## src/hdl/bdg_pkg.sv

```systemverilog
// ----------------------------------------------------------------------------
// bdg_pkg
// Shared widths, register indexes, payload structs and the 8x8 threshold
// matrix for the diagonal ordered-dither gradient.
// ----------------------------------------------------------------------------
`default_nettype none

package bdg_pkg;

   localparam int COL_W      = 9;
   localparam int SCREEN_W   = 10;
   localparam int SPAN_REG_W = 10;
   localparam int DENS_W     = 7;
   localparam int THRESH_W   = 6;
   localparam int CSR_IDX_W  = 3;
   localparam int CSR_DATA_W = 10;

   localparam int DENS_MAX   = 64;
   localparam int MIX_SHIFT  = 6;
   localparam int SUM_W      = 11;
   localparam int STEP_BITS  = 3;
   localparam int DIV_STEPS  = 6;
   localparam int DIV_W      = STEP_BITS * DIV_STEPS;
   localparam int MIX_W      = 15;
   localparam int DIFF_W     = DENS_W + 1;
   localparam int PROD_W     = 24;
   localparam int QUO_W      = PROD_W - MIX_SHIFT;
   localparam int DENSITY_W  = QUO_W + 1;

   typedef enum logic [CSR_IDX_W-1:0] {
      CSR_ORIGIN_X   = 3'd0,
      CSR_ORIGIN_Y   = 3'd1,
      CSR_WIDTH      = 3'd2,
      CSR_HEIGHT     = 3'd3,
      CSR_DENS_BEGIN = 3'd4,
      CSR_DENS_END   = 3'd5
   } csr_index_type;

   typedef struct packed {
      logic [SCREEN_W-1:0] screen_x;
      logic [SCREEN_W-1:0] screen_y;
      logic [THRESH_W-1:0] thresh;
   } side_type;

   typedef struct packed {
      logic [COL_W-1:0]  origin_x;
      logic [COL_W-1:0]  origin_y;
      logic [DENS_W-1:0] dens_begin;
      logic [DENS_W-1:0] dens_end;
   } cfg_type;

   // row-major, index is {row[2:0], col[2:0]}
   localparam logic [THRESH_W-1:0] BAYER_TABLE [64] = '{
       0, 48, 12, 60,  3, 51, 15, 63,
      32, 16, 44, 28, 35, 19, 47, 31,
       8, 56,  4, 52, 11, 59,  7, 55,
      40, 24, 36, 20, 43, 27, 39, 23,
       2, 50, 14, 62,  1, 49, 13, 61,
      34, 18, 46, 30, 33, 17, 45, 29,
      10, 58,  6, 54,  9, 57,  5, 53,
      42, 26, 38, 22, 41, 25, 37, 21
   };

   function automatic logic [THRESH_W-1:0] bayer_thresh(input logic [2:0] r,
                                                        input logic [2:0] c);
      return BAYER_TABLE[{r, c}];
   endfunction

   function automatic logic [DENS_W-1:0] clamp_density(input logic [DENS_W-1:0] v);
      return (v > DENS_W'(DENS_MAX)) ? DENS_W'(DENS_MAX) : v;
   endfunction

endpackage

`default_nettype wire

```

## src/hdl/bdg_if.sv

```systemverilog
// ----------------------------------------------------------------------------
// bdg channel interfaces
// Valid/ready channels for the pixel offset items and the screen result items.
// ----------------------------------------------------------------------------
`default_nettype none

interface bdg_req_if;
   import bdg_pkg::*;

   logic             valid;
   logic             ready;
   logic [COL_W-1:0] col;
   logic [COL_W-1:0] row;

   modport source (output valid, output col, output row, input ready);
   modport sink   (input valid, input col, input row, output ready);
endinterface

interface bdg_rsp_if;
   import bdg_pkg::*;

   logic                valid;
   logic                ready;
   logic [SCREEN_W-1:0] screen_x;
   logic [SCREEN_W-1:0] screen_y;
   logic                paint_red;

   modport source (output valid, output screen_x, output screen_y, output paint_red,
                   input ready);
   modport sink   (input valid, input screen_x, input screen_y, input paint_red,
                   output ready);
endinterface

`default_nettype wire

```

## src/hdl/bdg_csr.sv

```systemverilog
// ----------------------------------------------------------------------------
// bdg_csr
// Configuration registers; spans and densities are clamped when written and
// the blend divisor 2*width + height is kept ready in a register.
// ----------------------------------------------------------------------------
`default_nettype none

module bdg_csr #(
   parameter int SPAN_CAP = 512,
   parameter int DEN_W    = 11
) (
   input  logic                             clock,
   input  logic                             reset,
   input  logic                             csr_write_en,
   input  logic [bdg_pkg::CSR_IDX_W-1:0]    csr_index,
   input  logic [bdg_pkg::CSR_DATA_W-1:0]   csr_write_data,
   output bdg_pkg::cfg_type                 cfg,
   output logic [DEN_W-1:0]                 divisor
);
   import bdg_pkg::*;

   localparam int SPAN_W = $clog2(SPAN_CAP + 1);

   logic [COL_W-1:0]  origin_x_ff,   origin_x_in;
   logic [COL_W-1:0]  origin_y_ff,   origin_y_in;
   logic [SPAN_W-1:0] width_ff,      width_in;
   logic [SPAN_W-1:0] height_ff,     height_in;
   logic [DEN_W-1:0]  divisor_ff,    divisor_in;
   logic [DENS_W-1:0] dens_begin_ff, dens_begin_in;
   logic [DENS_W-1:0] dens_end_ff,   dens_end_in;
   logic [SPAN_W-1:0] span_wr;

   function automatic logic [SPAN_W-1:0] clamp_span(input logic [SPAN_REG_W-1:0] v);
      if (v == '0) begin
         return SPAN_W'(1);
      end else if (32'(v) > SPAN_CAP) begin
         return SPAN_W'(SPAN_CAP);
      end else begin
         return SPAN_W'(v);
      end
   endfunction

   assign span_wr = clamp_span(csr_write_data[SPAN_REG_W-1:0]);

   always_comb begin
      origin_x_in   = origin_x_ff;
      origin_y_in   = origin_y_ff;
      width_in      = width_ff;
      height_in     = height_ff;
      divisor_in    = divisor_ff;
      dens_begin_in = dens_begin_ff;
      dens_end_in   = dens_end_ff;
      if (csr_write_en) begin
         unique case (csr_index)
            CSR_ORIGIN_X: begin
               origin_x_in = csr_write_data[COL_W-1:0];
            end
            CSR_ORIGIN_Y: begin
               origin_y_in = csr_write_data[COL_W-1:0];
            end
            CSR_WIDTH: begin
               width_in   = span_wr;
               divisor_in = DEN_W'({span_wr, 1'b0}) + DEN_W'(height_ff);
            end
            CSR_HEIGHT: begin
               height_in  = span_wr;
               divisor_in = DEN_W'({width_ff, 1'b0}) + DEN_W'(span_wr);
            end
            CSR_DENS_BEGIN: begin
               dens_begin_in = clamp_density(csr_write_data[DENS_W-1:0]);
            end
            CSR_DENS_END: begin
               dens_end_in = clamp_density(csr_write_data[DENS_W-1:0]);
            end
            default: begin
            end
         endcase
      end
   end

   always_ff @(posedge clock) begin
      if (reset) begin
         origin_x_ff   <= '0;
         origin_y_ff   <= '0;
         width_ff      <= SPAN_W'(1);
         height_ff     <= SPAN_W'(1);
         divisor_ff    <= DEN_W'(3);
         dens_begin_ff <= '0;
         dens_end_ff   <= '0;
      end else begin
         origin_x_ff   <= origin_x_in;
         origin_y_ff   <= origin_y_in;
         width_ff      <= width_in;
         height_ff     <= height_in;
         divisor_ff    <= divisor_in;
         dens_begin_ff <= dens_begin_in;
         dens_end_ff   <= dens_end_in;
      end
   end

   assign cfg.origin_x   = origin_x_ff;
   assign cfg.origin_y   = origin_y_ff;
   assign cfg.dens_begin = dens_begin_ff;
   assign cfg.dens_end   = dens_end_ff;
   assign divisor        = divisor_ff;

`ifndef SYNTHESIS
   a_divisor_tracks_spans: assert property (@(posedge clock) disable iff (reset)
      divisor_ff == DEN_W'({width_ff, 1'b0}) + DEN_W'(height_ff))
      else $error("divisor out of step with width and height");
   a_span_nonzero: assert property (@(posedge clock) disable iff (reset)
      csr_write_en && (csr_index == CSR_WIDTH || csr_index == CSR_HEIGHT)
      |=> width_ff != '0 && height_ff != '0)
      else $error("span register holds zero after write");
   a_density_clamped: assert property (@(posedge clock) disable iff (reset)
      csr_write_en && (csr_index == CSR_DENS_BEGIN || csr_index == CSR_DENS_END)
      |=> dens_begin_ff <= DENS_W'(DENS_MAX) && dens_end_ff <= DENS_W'(DENS_MAX))
      else $error("density register above full scale");
`endif

endmodule

`default_nettype wire

```

## src/hdl/bdg_div_step.sv

```systemverilog
// ----------------------------------------------------------------------------
// bdg_div_step
// One pipeline stage of the restoring divider: retires a few quotient bits
// of the blend position and carries the pixel sideband along.
// ----------------------------------------------------------------------------
`default_nettype none

module bdg_div_step #(
   parameter int DEN_W = 11
) (
   input  logic                          clock,
   input  logic                          reset,
   input  logic                          in_valid,
   output logic                          in_ready,
   input  logic [bdg_pkg::DIV_W-1:0]     in_nq,
   input  logic [DEN_W-1:0]              in_rem,
   input  bdg_pkg::side_type             in_side,
   input  logic [DEN_W-1:0]              divisor,
   output logic                          out_valid,
   input  logic                          out_ready,
   output logic [bdg_pkg::DIV_W-1:0]     out_nq,
   output logic [DEN_W-1:0]              out_rem,
   output bdg_pkg::side_type             out_side
);
   import bdg_pkg::*;

   logic             valid_ff;
   logic [DIV_W-1:0] nq_ff, nq_in;
   logic [DEN_W-1:0] rem_ff, rem_in;
   side_type         side_ff;
   logic [DIV_W-1:0] nq_work;
   logic [DEN_W-1:0] rem_work;
   logic [DEN_W:0]   trial;

   // nq shifts numerator bits out at the top and quotient bits in at the bottom
   always_comb begin
      nq_work  = in_nq;
      rem_work = in_rem;
      trial    = '0;
      for (int k = 0; k < STEP_BITS; k++) begin
         trial   = {rem_work, nq_work[DIV_W-1]};
         nq_work = {nq_work[DIV_W-2:0], 1'b0};
         if (trial >= {1'b0, divisor}) begin
            trial      = trial - {1'b0, divisor};
            nq_work[0] = 1'b1;
         end
         rem_work = trial[DEN_W-1:0];
      end
      nq_in  = nq_work;
      rem_in = rem_work;
   end

   assign in_ready = !valid_ff || out_ready;

   always_ff @(posedge clock) begin
      if (reset) begin
         valid_ff <= 1'b0;
      end else if (in_ready) begin
         valid_ff <= in_valid;
      end
   end

   always_ff @(posedge clock) begin
      if (in_ready && in_valid) begin
         nq_ff   <= nq_in;
         rem_ff  <= rem_in;
         side_ff <= in_side;
      end
   end

   assign out_valid = valid_ff;
   assign out_nq    = nq_ff;
   assign out_rem   = rem_ff;
   assign out_side  = side_ff;

endmodule

`default_nettype wire

```

## src/hdl/bdg_blend.sv

```systemverilog
// ----------------------------------------------------------------------------
// bdg_blend
// Density interpolation and threshold compare: a multiply stage, then the
// truncating scale, offset and compare into the result register.
// ----------------------------------------------------------------------------
`default_nettype none

module bdg_blend (
   input  logic                           clock,
   input  logic                           reset,
   input  logic                           in_valid,
   output logic                           in_ready,
   input  logic [bdg_pkg::MIX_W-1:0]      in_mix,
   input  bdg_pkg::side_type              in_side,
   input  bdg_pkg::cfg_type               cfg,
   output logic                           out_valid,
   input  logic                           out_ready,
   output logic [bdg_pkg::SCREEN_W-1:0]   out_screen_x,
   output logic [bdg_pkg::SCREEN_W-1:0]   out_screen_y,
   output logic                           out_paint_red
);
   import bdg_pkg::*;

   localparam logic signed [PROD_W-1:0] ROUND_BIAS = PROD_W'((1 << MIX_SHIFT) - 1);

   logic                        mul_valid_ff;
   logic signed [PROD_W-1:0]    prod_ff, prod_in;
   side_type                    mul_side_ff;
   logic                        mul_ready;

   logic                        res_valid_ff;
   logic [SCREEN_W-1:0]         screen_x_ff;
   logic [SCREEN_W-1:0]         screen_y_ff;
   logic                        paint_ff, paint_in;
   logic                        res_ready;

   logic signed [DIFF_W-1:0]    diff;
   logic signed [PROD_W-1:0]    adj;
   logic signed [QUO_W-1:0]     quo;
   logic signed [DENSITY_W-1:0] density;

   assign diff    = $signed({1'b0, cfg.dens_end}) - $signed({1'b0, cfg.dens_begin});
   assign prod_in = PROD_W'(diff) * PROD_W'($signed({1'b0, in_mix}));

   // divide by 64 rounding toward zero
   assign adj      = prod_ff[PROD_W-1] ? prod_ff + ROUND_BIAS : prod_ff;
   assign quo      = $signed(adj[PROD_W-1:MIX_SHIFT]);
   assign density  = DENSITY_W'(quo) + DENSITY_W'($signed({1'b0, cfg.dens_begin}));
   assign paint_in = DENSITY_W'($signed({1'b0, mul_side_ff.thresh})) < density;

   assign res_ready = !res_valid_ff || out_ready;
   assign mul_ready = !mul_valid_ff || res_ready;
   assign in_ready  = mul_ready;

   always_ff @(posedge clock) begin
      if (reset) begin
         mul_valid_ff <= 1'b0;
         res_valid_ff <= 1'b0;
      end else begin
         if (mul_ready) begin
            mul_valid_ff <= in_valid;
         end
         if (res_ready) begin
            res_valid_ff <= mul_valid_ff;
         end
      end
   end

   always_ff @(posedge clock) begin
      if (mul_ready && in_valid) begin
         prod_ff     <= prod_in;
         mul_side_ff <= in_side;
      end
      if (res_ready && mul_valid_ff) begin
         screen_x_ff <= mul_side_ff.screen_x;
         screen_y_ff <= mul_side_ff.screen_y;
         paint_ff    <= paint_in;
      end
   end

   assign out_valid     = res_valid_ff;
   assign out_screen_x  = screen_x_ff;
   assign out_screen_y  = screen_y_ff;
   assign out_paint_red = paint_ff;

endmodule

`default_nettype wire

```

## src/hdl/bayer_dither_diagonal_gradient.sv

```systemverilog
// ----------------------------------------------------------------------------
// bayer_dither_diagonal_gradient
// Diagonal ordered-dither gradient: maps pixel offsets in a rectangle to
// screen coordinates and an 8x8 threshold paint decision.
// ----------------------------------------------------------------------------
//
//  channel   dir   handshake          payload
//  req_chan  in    valid / ready      col[8:0], row[8:0]
//  rsp_chan  out   valid / ready      screen_x[9:0], screen_y[9:0], paint_red
//  csr_*     in    csr_write_en       csr_index[2:0], csr_write_data[9:0]
//
//  one item per clock sustained while the result side is ready; the path is an
//  input register, six divider stages of three quotient bits each, a multiply
//  stage and the result register
//  every stage has its own valid bit and loads whenever it is empty or its
//  successor moves, so stalls hold items in place and bubbles close up
//  synchronous reset clears the valid bits and resets the configuration registers
//
`default_nettype none

module bayer_dither_diagonal_gradient #(
   parameter int MAX_SPAN = 512
) (
   input  logic                             clock,
   input  logic                             reset,
   bdg_req_if.sink                          req_chan,
   bdg_rsp_if.source                        rsp_chan,
   input  logic                             csr_write_en,
   input  logic [bdg_pkg::CSR_IDX_W-1:0]    csr_index,
   input  logic [bdg_pkg::CSR_DATA_W-1:0]   csr_write_data
);
   import bdg_pkg::*;

   localparam int SPAN_LIMIT = (1 << SPAN_REG_W) - 1;
   localparam int SPAN_CAP   = (MAX_SPAN < SPAN_LIMIT) ? MAX_SPAN : SPAN_LIMIT;
   localparam int DEN_W      = $clog2(3 * SPAN_CAP + 1);

   cfg_type            cfg;
   logic [DEN_W-1:0]   divisor;

   logic               s0_valid_ff;
   logic [DIV_W-1:0]   s0_nq_ff, s0_nq_in;
   side_type           s0_side_ff, s0_side_in;
   logic               s0_ready;
   logic [SUM_W-1:0]   diag_sum;

   logic [DIV_STEPS:0] stage_valid;
   logic [DIV_STEPS:0] stage_ready;
   logic [DIV_W-1:0]   stage_nq   [DIV_STEPS+1];
   logic [DEN_W-1:0]   stage_rem  [DIV_STEPS+1];
   side_type           stage_side [DIV_STEPS+1];

   bdg_csr #(
      .SPAN_CAP (SPAN_CAP),
      .DEN_W    (DEN_W)
   ) u_csr (
      .clock          (clock),
      .reset          (reset),
      .csr_write_en   (csr_write_en),
      .csr_index      (csr_index),
      .csr_write_data (csr_write_data),
      .cfg            (cfg),
      .divisor        (divisor)
   );

   // numerator (2*col + row) * 64
   assign diag_sum = SUM_W'({req_chan.col, 1'b0}) + SUM_W'(req_chan.row);
   assign s0_nq_in = DIV_W'({diag_sum, {MIX_SHIFT{1'b0}}});

   assign s0_side_in.screen_x = SCREEN_W'(cfg.origin_x) + SCREEN_W'(req_chan.col);
   assign s0_side_in.screen_y = SCREEN_W'(cfg.origin_y) + SCREEN_W'(req_chan.row);
   assign s0_side_in.thresh   = bayer_thresh(req_chan.row[2:0], req_chan.col[2:0]);

   assign s0_ready       = !s0_valid_ff || stage_ready[0];
   assign req_chan.ready = s0_ready;

   always_ff @(posedge clock) begin
      if (reset) begin
         s0_valid_ff <= 1'b0;
      end else if (s0_ready) begin
         s0_valid_ff <= req_chan.valid;
      end
   end

   always_ff @(posedge clock) begin
      if (s0_ready && req_chan.valid) begin
         s0_nq_ff   <= s0_nq_in;
         s0_side_ff <= s0_side_in;
      end
   end

   assign stage_valid[0] = s0_valid_ff;
   assign stage_nq[0]    = s0_nq_ff;
   assign stage_rem[0]   = '0;
   assign stage_side[0]  = s0_side_ff;

   for (genvar g = 0; g < DIV_STEPS; g++) begin : g_div
      bdg_div_step #(
         .DEN_W (DEN_W)
      ) u_step (
         .clock     (clock),
         .reset     (reset),
         .in_valid  (stage_valid[g]),
         .in_ready  (stage_ready[g]),
         .in_nq     (stage_nq[g]),
         .in_rem    (stage_rem[g]),
         .in_side   (stage_side[g]),
         .divisor   (divisor),
         .out_valid (stage_valid[g+1]),
         .out_ready (stage_ready[g+1]),
         .out_nq    (stage_nq[g+1]),
         .out_rem   (stage_rem[g+1]),
         .out_side  (stage_side[g+1])
      );
   end

   // final remainder is not needed past the divider
   bdg_blend u_blend (
      .clock         (clock),
      .reset         (reset),
      .in_valid      (stage_valid[DIV_STEPS]),
      .in_ready      (stage_ready[DIV_STEPS]),
      .in_mix        (stage_nq[DIV_STEPS][MIX_W-1:0]),
      .in_side       (stage_side[DIV_STEPS]),
      .cfg           (cfg),
      .out_valid     (rsp_chan.valid),
      .out_ready     (rsp_chan.ready),
      .out_screen_x  (rsp_chan.screen_x),
      .out_screen_y  (rsp_chan.screen_y),
      .out_paint_red (rsp_chan.paint_red)
   );

`ifndef SYNTHESIS
   a_rsp_empty_after_reset: assert property (@(posedge clock)
      reset |=> !rsp_chan.valid)
      else $error("result valid right after reset");
   a_accept_fills_input_stage: assert property (@(posedge clock) disable iff (reset)
      req_chan.valid && req_chan.ready |=> s0_valid_ff)
      else $error("accepted item missing from input stage");
   a_input_stage_holds: assert property (@(posedge clock) disable iff (reset)
      s0_valid_ff && !stage_ready[0] |=> s0_valid_ff && $stable(s0_nq_ff))
      else $error("stalled item in input stage changed");
   a_mix_in_range: assert property (@(posedge clock) disable iff (reset)
      stage_valid[DIV_STEPS] |-> stage_nq[DIV_STEPS][DIV_W-1:MIX_W] == '0)
      else $error("blend position overflows its width");
   a_final_remainder_below_divisor: assert property (@(posedge clock) disable iff (reset)
      stage_valid[DIV_STEPS] |-> stage_rem[DIV_STEPS] < divisor)
      else $error("divider remainder not reduced");
`endif

endmodule

`default_nettype wire

```

## src/flat_wrapper.sv

```systemverilog
// flat-port wrapper written by rule: the top's interface ports become plain ports
module bayer_dither_diagonal_gradient_flat import bdg_pkg::*;
#(
   parameter int MAX_SPAN = 512
)
  (clock, reset, csr_write_en, csr_index, csr_write_data, req_chan_valid, req_chan_col, req_chan_row, req_chan_ready, rsp_chan_valid, rsp_chan_screen_x, rsp_chan_screen_y, rsp_chan_paint_red, rsp_chan_ready);
  bdg_req_if req_chan_i ();
  bdg_rsp_if rsp_chan_i ();
  input  logic clock;
  input  logic reset;
  input  logic csr_write_en;
  input  logic [bdg_pkg::CSR_IDX_W-1:0] csr_index;
  input  logic [bdg_pkg::CSR_DATA_W-1:0] csr_write_data;
  input wire logic [$bits(req_chan_i.valid)-1:0] req_chan_valid;
  input wire logic [$bits(req_chan_i.col)-1:0] req_chan_col;
  input wire logic [$bits(req_chan_i.row)-1:0] req_chan_row;
  output wire logic [$bits(req_chan_i.ready)-1:0] req_chan_ready;
  output wire logic [$bits(rsp_chan_i.valid)-1:0] rsp_chan_valid;
  output wire logic [$bits(rsp_chan_i.screen_x)-1:0] rsp_chan_screen_x;
  output wire logic [$bits(rsp_chan_i.screen_y)-1:0] rsp_chan_screen_y;
  output wire logic [$bits(rsp_chan_i.paint_red)-1:0] rsp_chan_paint_red;
  input wire logic [$bits(rsp_chan_i.ready)-1:0] rsp_chan_ready;
  assign req_chan_i.valid = req_chan_valid;
  assign req_chan_i.col = req_chan_col;
  assign req_chan_i.row = req_chan_row;
  assign req_chan_ready = req_chan_i.ready;
  assign rsp_chan_valid = rsp_chan_i.valid;
  assign rsp_chan_screen_x = rsp_chan_i.screen_x;
  assign rsp_chan_screen_y = rsp_chan_i.screen_y;
  assign rsp_chan_paint_red = rsp_chan_i.paint_red;
  assign rsp_chan_i.ready = rsp_chan_ready;
  bayer_dither_diagonal_gradient #(.MAX_SPAN(MAX_SPAN)) u_core (.clock(clock), .reset(reset), .req_chan(req_chan_i), .rsp_chan(rsp_chan_i), .csr_write_en(csr_write_en), .csr_index(csr_index), .csr_write_data(csr_write_data));
endmodule
```

## config.mk

```make
export PLATFORM = sky130hd
export DESIGN_NAME = bayer_dither_diagonal_gradient_flat
export DESIGN_NICKNAME = d
export VERILOG_FILES = /design/src/hdl/bdg_pkg.sv /design/src/hdl/bdg_if.sv /design/src/hdl/bdg_csr.sv /design/src/hdl/bdg_div_step.sv /design/src/hdl/bdg_blend.sv /design/src/hdl/bayer_dither_diagonal_gradient.sv /design/src/flat_wrapper.sv
export SDC_FILE = /design/constraint.sdc
export NUM_CORES = 1
export LEC_CHECK = 0
export BUFFER_PORTS_ARGS = -buffer_cell sky130_fd_sc_hd__buf_2
export CAP_MARGIN = 20
export CORE_MARGIN = 1
export CORE_UTILIZATION = 25
export CTS_CLUSTER_DIAMETER = 200
export DETAILED_ROUTE_END_ITERATION = 10
export MAX_ROUTING_LAYER = met4
export PLACE_DENSITY_LB_ADDON = 0.15
export SYNTH_ARGS = -nofsm -noshare
export SYNTH_HDL_FRONTEND = slang
export SYNTH_SLANG_ARGS = --single-unit
```

## constraint.sdc

```tcl
create_clock -name clock -period 13.4 [get_ports clock]
set_clock_uncertainty 0.1 [all_clocks]
set_input_delay 1.34 -clock clock [delete_from_list [all_inputs] [get_ports clock]]
set_output_delay 1.34 -clock clock [all_outputs]
set_load 0.01 [all_outputs]
```

Word-level counts from Yosys, hierarchy flattened
Memory sizes are Yosys's and may differ from the RTL's. A register that Yosys moved wholly into a read port is not among the register bits.
Index checks and enable logic that the tools add are counted.

cells by class
  add/sub/neg operators = 25
  multiply operators = 1
  div/mod/pow operators = 0
  order comparisons = 21
  equality and inequality tests = 5
  shift operators = 0
  multiplexer cells = 40
  bitwise operators = 1
  reduce and logical (&&, ||, !) cells = 37

operator list
  operator                 count
  $ge A12 B11 Y1           17
  $mux W11                 17
  $sub A11 B11 Y11         16
  $add A24 B7 Y24 const B  1
  $mul A8 B16 Y24          1
  $mux W24                 1
  $add A11 B10 Y11         2
  $pmux W11 S2             1
  $add A9 B9 Y10           2
  $mux W10                 2
  $add A18 B8 Y19          1
  $lt A7 B19 Y1            1
  $mux W1                  18
  $reduce_and A2 Y1        7
  $add A10 B9 Y11          1
  $ge A1 B11 Y1 const A    1
  $sub A1 B11 Y11 const A  1
  $gt A10 B10 Y1 const B   1
  $logic_not A10 Y1        1
  $logic_and A1 B1 Y1      9
  $logic_not A1 Y1         9
  $logic_or A1 B1 Y1       9
  $sub A7 B7 Y8            1
  $gt A7 B7 Y1 const B     1
  7 further kinds          9

word-level totals
  register bits after elaboration = 457
  bits in latches = 0
  RAM bits = 0
  memory bits (read-only) = 384
  input bits = 36
  output and inout bits = 23
  word-level logic and storage cells = 187
  memories kept = 1

memory list
  name              depth  width  rd ports  clocked after Yosys merged registers in  write ports  RTL line       RTL
  (name not given)  64     6      1         1                                        0            bdg_pkg.sv:66  return BAYER_TABLE[{r, c}];

Longest topological paths before layout
  depth after elaboration = 11
  depth in mapped cells = 34
  gate-level depth less buffers = 30

Hierarchy
From an unflattened synthesis, not the netlist that was laid out.

unflattened totals
  cell total of the unflattened synthesis = 3178
  area total of the unflattened synthesis = 34622.0 µm²

by module, submodules not included
  module                                     instances  cells each  area an instance (µm²)  sequential area each (µm²)
  bdg_div_step (u_core.g_div[1].u_step ...)  4          310         3580.9                  1671.6
  bdg_blend                                  1          741         7490.9                  2172.1
  bdg_div_step (u_core.g_div[0].u_step)      1          309         3757.4                  1671.6
  bdg_div_step (u_core.g_div[5].u_step)      1          309         3573.4                  1671.6
  bdg_csr                                    1          400         3241.9                  1261.2
  bayer_dither_diagonal_gradient             1          179         2234.6                  1131.1

Worst setup path after synthesis
No wires, ideal clock.

  kind = flip-flop to flip-flop
  start point = register u_core.u_csr.divisor_ff[1] (netlist: u_core.u_csr.divisor[1])
  end point = register u_core.g_div[3].u_step.rem_ff[10], data pin
  library setup time = 0.259 ns
  arrival = 7.692 ns
  data required time = 13.041 ns
  slack = 5.349 ns
  stages on the path, launching flop included = 31
  path buffers = 3
  clock period less this slack = 8.051 ns
  cells stage by stage = dfxtp_1 inv_1 ha_1 nand4_1 o31ai_1 nor2_1 a21o_1 inv_1 buf_2 mux2i_1 inv_1 ha_1 and3_1 a221oi_1 o21ai_0 o221ai_1 o211a_1 clkbuf_1 clkinv_1 clkbuf_1 nand2_1 o21ai_0 ha_1 nor2b_1 o21ai_0 a21oi_1 o41ai_1 a221oi_1 nor3_1 a21oi_1 a211o_1

on the way
  longest elaborated chain between the ends = 6
  elaborated cells on any way between the ends = 9
  classes of those cells = add/sub: 3; order compare: 3; mux: 3

RTL lines
  element                                                    RTL line                                RTL
  start: declaration                                         bdg_csr.sv:28                           logic [DEN_W-1:0] divisor_ff, divisor_in;
  start signal: assignment                                   bdg_csr.sv:95                           divisor_ff <= divisor_in;
  $sub A11 B11 Y11 / $ge A12 B11 Y1 (equally long branches)  bdg_div_step.sv:44, bdg_div_step.sv:43
  $mux W11                                                   bdg_div_step.sv:43                      if (trial >= {1'b0, divisor}) begin
  $sub A11 B11 Y11 / $ge A12 B11 Y1 (equally long branches)  bdg_div_step.sv:44, bdg_div_step.sv:43
  $mux W11                                                   bdg_div_step.sv:43
  $sub A11 B11 Y11 / $ge A12 B11 Y1 (equally long branches)  bdg_div_step.sv:44, bdg_div_step.sv:43
  $mux W11 (*)                                               bdg_div_step.sv:43
  via u_core.g_div[3].u_step.trial[10]                       bdg_div_step.sv:33                      logic [DEN_W:0] trial;
  end signal: assignment                                     bdg_div_step.sv:66                      rem_ff <= rem_in;
  end: declaration                                           bdg_div_step.sv:29                      logic [DEN_W-1:0] rem_ff, rem_in;

Mark *: on every way through the listed nets, which the timed path passes. The rest lies on a longest branch.
A chain may end at the register's enable or synchronous reset.

Worst setup path in the final report
  start point = register u_core.u_csr.divisor_ff[0] (netlist: u_core.u_csr.divisor[0])
  end point = register u_core.g_div[3].u_step.rem_ff[2], data pin

The elaborated chain is that of the path after synthesis.

==> results.cfg <==
[finish]
fin_area_um2 = 35600
layout.cells.non_filler = 4762
multi_input_comb_area_um2 = 17300
nets = 3518
area_delta_synth_final_pct = 13.6
fillCellCount = 13000
drive_gt1_share_pct = 9.86
register_area_um2 = 12900

[critical_path]
max_stage_delay_ns = 0.64
cp.required_ns = 13.62
critPathMaxFanout = 28
crit_path_start_kind = flip-flop
worst_setup_path_end_kind = flip-flop
crit_top_cell = o21ai_0
slowest_stage = clkinv_1
cp.arrival_ns = 9.54
crit_type = reg -> reg

[clocking]
cts_resized = 0
tritoncts = done
root_buffer = clkbuf_16
cts_inserted_buffers = 53
cts-htree-levels = 2
post_cts_buffers = 0
postCtsHoldBufs = 0
path_clk_slew_ns = 0.06
clkLatencyLatePin_ns = 0.63
clock-sinks = 454
cts.path.max_buffers = 3

[floorplanning]
std_cell_rows = 129
dieArea_um2 = 127000
die_y_um = 356
initial_core_util_pct = 25.3
core_um2 = 124000
io_pins = 59
die_w_um = 356

[global_route]
antenna_found_initial = 7
grt_pass1_vias = 21700
grt_pass1_wl_um = 131000
grt_overflow = 0
grt.total_usage_pct = 13.7
grt_max_degree = 73

[drt]
via_per_inst = 4.58
wl_per_cell_um = 17.8
drc = 6
final_antenna_net_count = 0
drtIter0Drc = 1277
routed_wl_um = 84900
dr_total_vias = 21800
dr.pass1.iters = 8

[synthesis]
synth_flop_cell = edfxtp_1
syn_area_um2 = 31300
synth_xor_area_share_pct = 4.90
ys_ff_latch = 454
synthTopCellsByArea = edfxtp_1 (37%), ha_1 (12%), fa_1 (6.3%)
synth.distinct_cells = 87
synthSimpleGateAreaFrac_pct = 14.6
syn_inst = 2997
async_flop_share_pct = 0
synth_edf_count = 382
synth.area.mux_share_pct = 4.57
ys_seq_area_share_pct = 41.2
avgSynthCellArea_um2 = 10.4
syn-num-nets = 3435
synth_fa_ha_area_share_pct = 18.5
synth_compound_area_share_pct = 12.2
synth_top_cell_by_area = edfxtp_1
yosys.area.top_type_share_pct = 36.6
synth_warnings = 0
synth_top_family_by_area = adder cells

[power]
peakVddDrop_mv = 0.283
p_leak_nw = 13.9
p_sw_share_pct = 41.3
p_seq_share_pct = 21.2
power_density_nw_per_um2 = 251
intPower_mw = 5.25
pwr-share-comb_pct = 61.8
p_switching_mw = 3.69
power_frac_clock_pct = 17.0

[placed_design]
dp_slack_ns = 4.20
gp_congestion = 0.810
dpl.hpwl_um = 62400
placedCellCount = 4662
place_area_um2 = 33800
port_buffers = 58

[timing]
finalWorstSetupSlack_ns = 4.08
worst_slew_pin_slew_ns = 1.07
rsz0062_at_grt = no
timing.final.crit_share_pct = 69.6
tns_ns = 0
finalCriticalPeriod_ns = 9.32
maxSlewHeadroom_pct = 28.7
finalSetupViolations = 0
finalHoldViolCount = 0
final-max-slew-violation-count = 0
fmax_mhz = 107

[run_status]
status = finished with violations
violations = DRC

[worst_hold_path]
min_path_type = reg -> reg

[run]
max_cap_violations = 0
==> critical path: cells and delay by family (launching register included) <==
kind / cells / cell delay [ns]
adder cells (fa/ha/maj): 4 / 1.32
buffers and inverters: 4 / 1.32
multiplexers: 1 / 0.37
AO/OA/AOI/OAI: 15 / 4.63
AND/OR/NAND/NOR: 4 / 0.96
flip-flops: 1 / 0.30
==> routing by layer <==
metal / part of all wire (%) / track usage [%] / up-vias
li1: - / - / 11000
met1: 51 / 19.7 / 10500
met2: 44 / 20.7 / 269
met3: 2.9 / 1.43 / 85
met4: 1.7 / 2.88 / 0
met5: 0 / - / -
==> power by group through the flow <==
stage / Sequential (mW) / Clock [mW] / Combinational [mW]
floorplan: 1.90 / 0 / 4.33
global placement: 1.93 / 0 / 5.54
detailed placement: 1.93 / 0 / 5.52
CTS: 1.90 / 1.57 / 5.57
global route: 1.90 / 1.62 / 6.18
finish: 1.90 / 1.51 / 5.52
==> layout by cell type, fill, tap and decap left out, types with 33 or more instances in the layout <==
cell type / count
edfxtp_1: 382
nand2_1: 234
ha_1: 303
clkbuf_16: 54
mux2_2: 83
buf_2: 58
and2_1: 83
nand4_1: 33
dfxtp_1: 72
nor2_1: 221
nor3_1: 70
a21oi_1: 188
fa_1: 99
xnor2_1: 111
xor2_1: 61
inv_1: 262
mux2i_1: 39
nand3_1: 45
a21o_1: 56
nor2b_1: 79
o21ai_0: 112
==> layout make-up <==
type                    count  share of cell area, %
multi-input cells        2217                   48.6
repair buffers             87                   1.44
clock inverters            22                  0.911
diodes                      1                0.00704
well taps                1637                   5.76
flip-flops and latches    454                   36.3
inverters                 267                   2.82
clock buffers              77                   4.18
==> final timing paths <==
check	startpoint	slack, ns	end	depth (start not counted)
max reg2reg	u_core.u_csr.divisor[0]	4.08	u_core.g_div[3].u_step.out_rem[2]	28
min	u_core.g_div[2].u_step.out_nq[3]	0.30	u_core.g_div[3].u_step.out_nq[6]	0
min reg2reg	u_core.g_div[2].u_step.out_nq[3]	0.30	u_core.g_div[3].u_step.out_nq[6]	0
max	u_core.u_csr.divisor[0]	4.08	u_core.g_div[3].u_step.out_rem[2]	28
==> flip-flops by register name, summed over array words and instances (netlist names), 6 cells and up <==
signal / count
u_core.u_csr.dens_end_ff: 7
u_core.u_blend.prod_ff: 24
u_core.g_div.u_step.out_rem: 55
u_core.s0_nq_ff: 11
u_core.u_csr.width_ff: 10
u_core.u_blend.out_screen_x: 10
u_core.u_csr.origin_x_ff: 9
u_core.u_csr.height_ff: 10
u_core.u_blend.out_screen_y: 10
u_core.g_div.u_step.out_side: 156
u_core.u_csr.divisor: 11
u_core.g_div.u_step.out_nq: 63
u_core.g_div.u_step.out_valid: 6
u_core.u_csr.origin_y_ff: 9
u_core.s0_side_ff: 26
u_core.u_csr.dens_begin_ff: 7
u_core.u_blend.mul_side_ff: 26
==> cell usage after synthesis (all sizes together), types with 49 or more instances <==
cell    number
nor2       221
fa          99
xor2        63
a21oi      188
nand2      234
inv        265
o21ai      114
dfxtp       72
clkbuf      49
nor3        71
edfxtp     382
ha         303
a21o        56
and2        86
mux2        90
xnor2      112
nor2b       83
==> stage by stage <==
stage | total power, mW | hold slack [ns] | utilization, %
finish | 8.93 | 0.298 | 28.7
global route | 9.70 | 0.307 | 28.7
CTS | 9.04 | 0.287 | 28.7
detailed placement | 7.44 | 0.305 | 27.2
global placement | 7.46 | 0.300 | 27.2
floorplan | 6.23 | 0.300 | -
==> cells by family after synthesis <==
kind of cell / Yosys count
XOR/XNOR: 175
buffers and inverters: 326
multiplexers: 129
flip-flops: 454
AO/OA/AOI/OAI: 586
AND/OR/NAND/NOR: 924
adder cells (fa/ha/maj): 403
No activity file was read; power rests on OpenSTA's default activity.
